### src/pdb_pkg.sv
// Shared constants for the pointer delta ballistics block.
`default_nettype none

package pdb_pkg;

  // Configuration port geometry.
  localparam int unsigned CFG_IDX_W  = 8;
  localparam int unsigned CFG_DATA_W = 12;

  // Register indexes on the configuration port.
  localparam logic [CFG_IDX_W-1:0] REG_SENSITIVITY = CFG_IDX_W'(0);
  localparam logic [CFG_IDX_W-1:0] REG_DEAD_ZONE   = CFG_IDX_W'(1);
  localparam logic [CFG_IDX_W-1:0] REG_INVERT_Y    = CFG_IDX_W'(2);
  localparam logic [CFG_IDX_W-1:0] REG_ACCEL_EN    = CFG_IDX_W'(3);

  // Register widths and reset values.
  localparam int unsigned SENS_W = 12;
  localparam int unsigned DZ_W   = 12;
  localparam logic [SENS_W-1:0] SENS_RESET = SENS_W'(256);

  // Acceleration curve: knee at 5.0 in Q8, slope 0.01 per unit of distance in Q16.
  localparam int unsigned ACCEL_KNEE  = 1280;
  localparam int unsigned ACCEL_SLOPE = 655;
  localparam int unsigned UNITY_Q16   = 65536;

  // Result width.
  localparam int unsigned OUT_W = 16;

endpackage

`default_nettype wire

### src/pdb_isqrt.sv
// Pipelined integer square root, one root bit resolved per stage.
`default_nettype none

module pdb_isqrt #(
  parameter int unsigned ROOT_W = 20
) (
  input  wire logic                  clk_i,
  input  wire logic [2*ROOT_W-1:0]   rad_i,
  output logic      [ROOT_W-1:0]     root_o
);

  // Partial remainder and remaining radicand bits travel with each beat.
  logic [ROOT_W+1:0]   rem_q  [ROOT_W-1];
  logic [2*ROOT_W-1:0] rad_q  [ROOT_W-1];
  logic [ROOT_W-1:0]   root_q [ROOT_W];

  for (genvar k = 0; k < ROOT_W; k++) begin : g_stage
    logic [ROOT_W+1:0]   rem_in;
    logic [ROOT_W+1:0]   rem_sh;
    logic [ROOT_W+1:0]   trial;
    logic [ROOT_W+1:0]   rem_nx;
    logic [ROOT_W-1:0]   root_in;
    logic [2*ROOT_W-1:0] rad_in;
    logic                take;

    // Stage inputs come from the port or from the previous stage.
    if (k == 0) begin : g_first
      assign rem_in  = '0;
      assign root_in = '0;
      assign rad_in  = rad_i;
    end else begin : g_next
      assign rem_in  = rem_q[k-1];
      assign root_in = root_q[k-1];
      assign rad_in  = rad_q[k-1];
    end

    // Bring down two radicand bits and try the next root bit.
    assign rem_sh = {rem_in[ROOT_W-1:0], rad_in[2*ROOT_W-1 -: 2]};
    assign trial  = {root_in, 2'b01};
    assign take   = (rem_sh >= trial);
    assign rem_nx = take ? (rem_sh - trial) : rem_sh;

    always_ff @(posedge clk_i) begin
      root_q[k] <= {root_in[ROOT_W-2:0], take};
    end

    // The last stage needs no remainder or radicand for a later step.
    if (k < ROOT_W - 1) begin : g_carry
      always_ff @(posedge clk_i) begin
        rem_q[k] <= rem_nx;
        rad_q[k] <= {rad_in[2*ROOT_W-3:0], 2'b00};
      end
    end
  end

  assign root_o = root_q[ROOT_W-1];

endmodule

`default_nettype wire

### src/pdb_lane.sv
// One axis lane: square, sensitivity gain, acceleration gain and saturation.
`default_nettype none

module pdb_lane #(
  parameter int unsigned COUNT_WIDTH = 12,
  parameter int unsigned DELAY       = 22,
  parameter int unsigned FACT_W      = 23
) (
  input  wire logic                                clk_i,
  input  wire logic signed [COUNT_WIDTH-1:0]       d_i,
  input  wire logic        [pdb_pkg::SENS_W-1:0]   sens_i,
  input  wire logic                                flip_i,
  input  wire logic        [FACT_W-1:0]            factor_i,
  input  wire logic                                zero_i,
  output logic             [2*COUNT_WIDTH-1:0]     sq_o,
  output logic signed      [pdb_pkg::OUT_W-1:0]    sat_o
);

  import pdb_pkg::*;

  localparam int unsigned CW     = COUNT_WIDTH;
  localparam int unsigned SCL_W  = CW + 4;
  localparam int unsigned GAIN_W = CW + SENS_W;
  localparam int unsigned PROD_W = SCL_W + FACT_W;
  localparam int unsigned ACC_W  = PROD_W - 16;
  localparam int unsigned AX_W   = (ACC_W > OUT_W + 1) ? ACC_W : OUT_W + 1;

  logic signed [CW-1:0]     d_q;
  logic        [CW-1:0]     d_u;
  logic                     neg;
  logic        [CW-1:0]     mag;
  logic        [GAIN_W-1:0] gain_prod;
  logic        [2*CW-1:0]   sq_q;
  logic        [SCL_W-1:0]  scl_q;
  logic                     neg_q;
  logic        [SCL_W-1:0]  scl_dl [DELAY];
  logic                     neg_dl [DELAY];
  logic        [PROD_W-1:0] accel_prod;
  logic        [ACC_W-1:0]  acc_q;
  logic                     acc_neg_q;
  logic                     zero_q;
  logic        [AX_W-1:0]   acc_x;

  // Input register for the axis count.
  always_ff @(posedge clk_i) begin
    d_q <= d_i;
  end

  // Sign and magnitude; the magnitude of the most negative count still fits.
  assign d_u = d_q;
  assign neg = d_q[CW-1];
  assign mag = neg ? (~d_u + 1'b1) : d_u;
  assign gain_prod = GAIN_W'(mag) * GAIN_W'(sens_i);

  // Square for the distance and Q8 sensitivity gain, truncated toward zero.
  always_ff @(posedge clk_i) begin
    sq_q  <= (2*CW)'(mag) * (2*CW)'(mag);
    scl_q <= gain_prod[GAIN_W-1:8];
    neg_q <= neg ^ flip_i;
  end

  assign sq_o = sq_q;

  // Hold the scaled magnitude while the distance is computed.
  always_ff @(posedge clk_i) begin
    scl_dl[0] <= scl_q;
    neg_dl[0] <= neg_q;
    for (int i = 1; i < DELAY; i++) begin
      scl_dl[i] <= scl_dl[i-1];
      neg_dl[i] <= neg_dl[i-1];
    end
  end

  // Q16 acceleration gain, truncated toward zero.
  assign accel_prod = PROD_W'(scl_dl[DELAY-1]) * PROD_W'(factor_i);

  always_ff @(posedge clk_i) begin
    acc_q     <= accel_prod[PROD_W-1:16];
    acc_neg_q <= neg_dl[DELAY-1];
    zero_q    <= zero_i;
  end

  // Apply the sign and saturate to the signed output range.
  assign acc_x = AX_W'(acc_q);

  always_comb begin
    priority if (zero_q) begin
      sat_o = '0;
    end else if (acc_neg_q) begin
      if (acc_x > AX_W'(32768)) begin
        sat_o = OUT_W'(16'sh8000);
      end else begin
        sat_o = OUT_W'(~acc_x[OUT_W-1:0] + 1'b1);
      end
    end else begin
      if (acc_x > AX_W'(32767)) begin
        sat_o = OUT_W'(16'sh7fff);
      end else begin
        sat_o = acc_x[OUT_W-1:0];
      end
    end
  end

endmodule

`default_nettype wire

### src/pointer_delta_ballistics_top.sv
// Top level of the pointer delta ballistics block.
`default_nettype none

// Shapes one raw pointer motion report (raw_dx_i, raw_dy_i) into one output
// motion. A report is taken on every clock edge where start is high; busy is
// always low, so a new report may follow in every cycle. Each result appears
// on out_dx_o / out_dy_o for exactly one cycle with out_valid_o high, in
// report order. The receiver cannot stall the block, so a result must be
// captured in the cycle it is shown. The square root pipeline resolves one
// bit of the Q8 distance per stage. Write the configuration registers only
// while no report is in flight.
module pointer_delta_ballistics_top #(
  parameter int unsigned COUNT_WIDTH = 12
) (
  input  wire logic                                 clk_i,
  input  wire logic                                 rst_ni,
  input  wire logic                                 start,
  output logic                                      busy,
  input  wire logic signed [COUNT_WIDTH-1:0]        raw_dx_i,
  input  wire logic signed [COUNT_WIDTH-1:0]        raw_dy_i,
  output logic                                      out_valid_o,
  output logic signed      [pdb_pkg::OUT_W-1:0]     out_dx_o,
  output logic signed      [pdb_pkg::OUT_W-1:0]     out_dy_o,
  input  wire logic                                 cfg_valid_i,
  output logic                                      cfg_ready_o,
  input  wire logic        [pdb_pkg::CFG_IDX_W-1:0] cfg_index_i,
  input  wire logic        [pdb_pkg::CFG_DATA_W-1:0] cfg_data_i
);

  import pdb_pkg::*;

  localparam int unsigned CW       = COUNT_WIDTH;
  localparam int unsigned ROOT_W   = CW + 8;
  localparam int unsigned FACT_W   = ROOT_W + 3;
  localparam int unsigned SLOPE_W  = ROOT_W + 10;
  localparam int unsigned DELAY    = ROOT_W + 2;
  localparam int unsigned PIPE_LEN = ROOT_W + 6;

  logic [SENS_W-1:0]     sens_q;
  logic [DZ_W-1:0]       dz_q;
  logic                  inv_q;
  logic                  accel_q;
  logic                  cfg_we;
  logic [PIPE_LEN-1:0]   vld_q;
  logic [2*CW-1:0]       sq_x;
  logic [2*CW-1:0]       sq_y;
  logic [2*CW-1:0]       sum_q;
  logic [2*ROOT_W-1:0]   rad;
  logic [ROOT_W-1:0]     dist_q8;
  logic [SLOPE_W-1:0]    slope_prod;
  logic                  over_knee;
  logic [FACT_W-1:0]     factor_d;
  logic [FACT_W-1:0]     factor_q;
  logic                  zero_d;
  logic                  zero_q;
  logic signed [OUT_W-1:0] sat_x;
  logic signed [OUT_W-1:0] sat_y;

  // Never busy: every cycle with start high takes a report.
  assign busy        = 1'b0;
  assign cfg_ready_o = 1'b1;
  assign cfg_we      = cfg_valid_i && cfg_ready_o;

  // Configuration registers; unknown indexes are dropped.
  always_ff @(posedge clk_i or negedge rst_ni) begin
    if (!rst_ni) begin
      sens_q  <= SENS_RESET;
      dz_q    <= '0;
      inv_q   <= 1'b0;
      accel_q <= 1'b0;
    end else if (cfg_we) begin
      unique case (cfg_index_i)
        REG_SENSITIVITY: sens_q  <= cfg_data_i[SENS_W-1:0];
        REG_DEAD_ZONE:   dz_q    <= cfg_data_i[DZ_W-1:0];
        REG_INVERT_Y:    inv_q   <= cfg_data_i[0];
        REG_ACCEL_EN:    accel_q <= cfg_data_i[0];
        default: ;
      endcase
    end
  end

  // Beat valid flags follow the datapath stage by stage.
  always_ff @(posedge clk_i or negedge rst_ni) begin
    if (!rst_ni) begin
      vld_q <= '0;
    end else begin
      vld_q <= {vld_q[PIPE_LEN-2:0], start && !busy};
    end
  end

  // Horizontal and vertical lanes work side by side.
  pdb_lane #(
    .COUNT_WIDTH (CW),
    .DELAY       (DELAY),
    .FACT_W      (FACT_W)
  ) u_lane_x (
    .clk_i    (clk_i),
    .d_i      (raw_dx_i),
    .sens_i   (sens_q),
    .flip_i   (1'b0),
    .factor_i (factor_q),
    .zero_i   (zero_q),
    .sq_o     (sq_x),
    .sat_o    (sat_x)
  );

  pdb_lane #(
    .COUNT_WIDTH (CW),
    .DELAY       (DELAY),
    .FACT_W      (FACT_W)
  ) u_lane_y (
    .clk_i    (clk_i),
    .d_i      (raw_dy_i),
    .sens_i   (sens_q),
    .flip_i   (inv_q),
    .factor_i (factor_q),
    .zero_i   (zero_q),
    .sq_o     (sq_y),
    .sat_o    (sat_y)
  );

  // Sum of squares from both lanes; each square is at most 2^(2*CW-2).
  always_ff @(posedge clk_i) begin
    sum_q <= sq_x + sq_y;
  end

  // Q8 distance: square root of the sum shifted up by sixteen.
  assign rad = {sum_q, 16'b0};

  pdb_isqrt #(
    .ROOT_W (ROOT_W)
  ) u_isqrt (
    .clk_i  (clk_i),
    .rad_i  (rad),
    .root_o (dist_q8)
  );

  // Dead zone test and acceleration factor from the distance.
  assign over_knee  = (dist_q8 > ROOT_W'(ACCEL_KNEE));
  assign slope_prod = SLOPE_W'(dist_q8 - ROOT_W'(ACCEL_KNEE)) * SLOPE_W'(ACCEL_SLOPE);
  assign zero_d     = (dist_q8 < ROOT_W'(dz_q));
  assign factor_d   = (accel_q && over_knee)
                    ? FACT_W'(UNITY_Q16) + FACT_W'(slope_prod[SLOPE_W-1:8])
                    : FACT_W'(UNITY_Q16);

  always_ff @(posedge clk_i) begin
    factor_q <= factor_d;
    zero_q   <= zero_d;
  end

  // Output register with its strobe.
  always_ff @(posedge clk_i) begin
    out_dx_o <= sat_x;
    out_dy_o <= sat_y;
  end

  assign out_valid_o = vld_q[PIPE_LEN-1];

endmodule

`default_nettype wire
### config.mk
export PLATFORM = sky130hd
export DESIGN_NAME = pointer_delta_ballistics_top
export DESIGN_NICKNAME = d
export VERILOG_FILES = /design/src/pdb_pkg.sv /design/src/pdb_isqrt.sv /design/src/pdb_lane.sv /design/src/pointer_delta_ballistics_top.sv
export SDC_FILE = /design/constraint.sdc
export NUM_CORES = 2
export LEC_CHECK = 0
export BUFFER_PORTS_ARGS = -buffer_cell sky130_fd_sc_hd__clkbuf_2
export CORE_AREA = 2 2 437 439
export DETAILED_ROUTE_END_ITERATION = 10
export DIE_AREA = 0 0 439 441
export PLACE_DENSITY = 0.67
export SETUP_SLACK_MARGIN = 0.15
export SLEW_MARGIN = 40
export SYNTH_ARGS = -nofsm -noshare
export SYNTH_HDL_FRONTEND = slang
export SYNTH_SLANG_ARGS = --single-unit
### constraint.sdc
create_clock -name clk_i -period 9.7 [get_ports clk_i]
set_clock_uncertainty 0.1 [all_clocks]
set_input_delay 0.485 -clock clk_i [delete_from_list [all_inputs] [get_ports clk_i]]
set_output_delay 0.485 -clock clk_i [all_outputs]
set_load 0.005 [all_outputs]
==> flow_summary.json <==
{
  "ys_warn_count": 0,
  "gr-total-overflow": 0,
  "area_growth_syn_to_layout_pct": 10.45,
  "setup_viol": 0,
  "setup_tns_ns": 0,
  "dpl.hpwl_um": 147900,
  "crit_path_end_kind": "register",
  "num_io_pins": 83,
  "finalNetCount": 11248,
  "powerDensity_mw_per_mm2": 295.5,
  "setup_ws_ns": 1.915,
  "multi_input_area_sq_mm": 0.05213,
  "cts.sinks": 1725,
  "placed_area_sq_mm": 0.09746,
  "cts_tree": "yes",
  "first_pass_iters": 6,
  "viasPerCell": 4.973,
  "synthArstFlopShare_pct": 3.014,
  "wl_per_cell_um": 16.23,
  "grt_usage_pct": 20.69,
  "avgSynthCellArea_sq_um": 10.19,
  "crit_top_cell": "fa_1",
  "grt_pass1_vias": 63925,
  "grt_pass1_wl_um": 322900,
  "cp_max_fo": 17,
  "clk_latency_ns": 0.81,
  "crit_path_start_kind": "register",
  "path_buf_inv": 5,
  "grt_antenna_before_repair": 10,
  "hold_viol": 0,
  "synth_edf_count": 0,
  "yosysTopAreaCell": "dfxtp_1",
  "dieArea_sq_mm": 0.1936,
  "timing.rr.start": "u_lane_x.d_q[0]",
  "min_to": "sens_q[5]",
  "synth-seq-cells": 1725,
  "synth_common_cells": "inv_1 (1675), dfxtp_1 (1673), fa_1 (1017)",
  "crit_type": "reg -> reg",
  "finalCriticalPeriod_ns": 7.785,
  "yosysMostFrequentCell": "inv_1",
  "synth.distinct_cells": 82,
  "synthFlopType": "dfxtp_1",
  "grt_max_degree": 53,
  "core-area_sq_mm": 0.1892,
  "fill_cells": 16232,
  "start_util_pct": 49.71,
  "wirelength_um": 195300,
  "cts_buffers": 168,
  "clock-root-buffer": "clkbuf_16",
  "portBuffers": 80,
  "die_h_um": 441,
  "vias": 59843,
  "drc": 0,
  "yosys-top-cells-area": "dfxtp_1 (36%), fa_1 (22%), ha_1 (11%), inv_1 (6.7%), nand2_1 (3.7%)",
  "fin_crit_sh_pct": 80.26,
  "die_w_um": 439,
  "post-place-ws_ns": 1.650,
  "netlist.area_leader.share_pct": 35.61,
  "worstMarginPinSlew_ns": 0.8335,
  "num_rows": 160,
  "slew_violations": 0,
  "cp_data_required_time_ns": 10.28,
  "final_antenna_net_count": 0,
  "hold_path_depth": 3,
  "reg2reg_depth": 26,
  "seq_area_frac_synth_pct": 37.00,
  "cts.htree.levels": 4,
  "place.gp.congestion": 0.8915,
  "min_from": "cfg_index_i[1]",
  "grt_setup_unrepaired": "no",
  "register_area_sq_mm": 0.03482,
  "rrSetupSlack_ns": 1.91,
  "slew_headroom_pct": 44.43,
  "drive_gt1_share_pct": 6.336,
  "r2r-end": "u_lane_x.scl_q[15]",
  "clock_path_buffers": 3,
  "drt_iter0_drc": 3163,
  "ir_drop_mv": 0.3200,
  "critPathMaxStageDelay_ns": 0.72,
  "syn_inst": 9227,
  "fin_area_sq_mm": 0.1039,
  "p_leak_nw": 51.27,
  "holdCritPathClass": "in -> reg",
  "arrival_ns": 8.37,
  "cp_top_family": "adder cells",
  "crit_slowest_cell": "dfxtp_1",
  "maxCapViolations": 0,
  "clkTransAtPathRegs_ns": 0.07,
  "status": "finished, final reports clean",
  "syn_area_sq_mm": 0.09404,
  "fmax_mhz": 128.4
}
[per-layer routing]
metal / part of all wire, % / wire length, um / global-route usage [%]
met1: 43 / 84660 / 26.24
met2: 49 / 95980 / 36.53
met3: 4.5 / 8862 / 2.736
met4: 3.0 / 5812 / 6.435
met5: 0 / 0 / 0
[stage by stage]
stage / hold slack, ns / util, % / total power [W] / std cells
5_1_grt: 0.06062 / 54.90 / 0.03325 / 12028
4_1_cts: 0.01458 / 54.88 / 0.03098 / 12026
3_3_place_gp: 0.2097 / 51.49 / 0.02363 / 11675
6_report: 0.09506 / 54.91 / 0.03069 / 12033
2_1_floorplan: 0.08941 / - / 0.02029 / 9242
3_5_place_dp: 0.2120 / 51.52 / 0.02401 / 11676
[tightest hold or removal path, delay by kind of cell]
kind                   cells  cell delay (ns)
buffers and inverters      1             0.14
AND/OR/NAND/NOR            1             0.11
multiplexers               1             0.23
[repair_timing]
| action | CTS | global route |
|---|---|---|
| hold buffers | 43 | 0 |
| gates resized for setup | 0 | 0 |
| endpoints found under the hold margin | 102 | 0 |
| buffers inserted | 0 | 0 |
[final cells by class]
type | count | area share, %
clock buffer | 229 | 4.717
multi-input combinational | 5585 | 50.18
antenna | 5 | 0.01205
sequential | 1725 | 33.52
inverter | 1686 | 6.093
clock inverter | 78 | 0.9889
timing repair buffer | 214 | 1.459
tap | 2511 | 3.025
[where the power goes]
| part | internal (W) | switching, W |
|---|---|---|
| clock | 0.00398 | 0.00278 |
| sequential | 0.00928 | 0.00113 |
| combinational | 0.00575 | 0.00777 |
| total | 0.0190 | 0.0117 |
[cell families (layout without fill, tap and decap cells)]
group	after synthesis	count (layout)	share of synthesized area [%]
fa+ha+maj	1820	1820	32.33
simple gates	2272	2272	11.56
buf+inv	1932	2207	7.731
mux	73	73	0.8701
xor+xnor	440	440	4.098
compound gates	963	963	6.405
other cells	2	22	0.007986
flops	1725	1725	37.00
[cell usage in the layout (no fill, tap or decap), drive strengths merged, types with 42 or more instances in the layout]
master / netlist / routed
o21a: 58 / 58
nand3: 58 / 58
nand2: 920 / 920
nand2b: 54 / 54
o21bai: 42 / 42
nor2b: 61 / 61
nor2: 395 / 395
buf: 14 / 91
dlygate4sd3: 0 / 43
dfrtp: 51 / 51
clkinv: 10 / 53
dfxtp: 1673 / 1673
fa: 1017 / 1017
and2: 407 / 407
nor3: 122 / 122
xnor2: 274 / 274
or3: 56 / 56
ha: 803 / 803
inv: 1676 / 1689
mux2: 70 / 70
a21o: 120 / 120
o21ai: 256 / 256
clkbuf: 232 / 309
xor2: 166 / 166
a21oi: 278 / 278
nand4: 44 / 44
[worst max path at each step]
stage                     from  depth (start not counted)  slack, ns                 end
6_report       u_lane_x.d_q[0]                         26       1.91  u_lane_x.scl_q[15]
4_1_cts        u_lane_x.d_q[0]                         26       1.61  u_lane_x.scl_q[15]
2_1_floorplan  u_lane_y.d_q[0]                         30       2.68  u_lane_y.scl_q[15]
5_1_grt        u_lane_x.d_q[0]                         26       1.36  u_lane_x.scl_q[15]
3_3_place_gp   u_lane_x.d_q[0]                         26       1.86  u_lane_x.scl_q[15]
3_5_place_dp   u_lane_x.d_q[0]                         26       1.65  u_lane_x.scl_q[15]
[state kept, by name (all words and copies together), names as in the netlist, 16 cells and up]
name             count
factor_q            23
out_dx_o            16
out_dy_o            16
sum_q               24
u_isqrt.rad_q      132
u_isqrt.rem_q      350
u_isqrt.root_q     210
u_lane_x.acc_q      23
u_lane_x.neg_dl     22
u_lane_x.scl_dl    352
u_lane_x.scl_q      16
u_lane_x.sq_o       23
u_lane_y.acc_q      23
u_lane_y.neg_dl     22
u_lane_y.scl_dl    352
u_lane_y.scl_q      16
u_lane_y.sq_o       23
vld_q               26
Power figures use the tool's default switching activity.
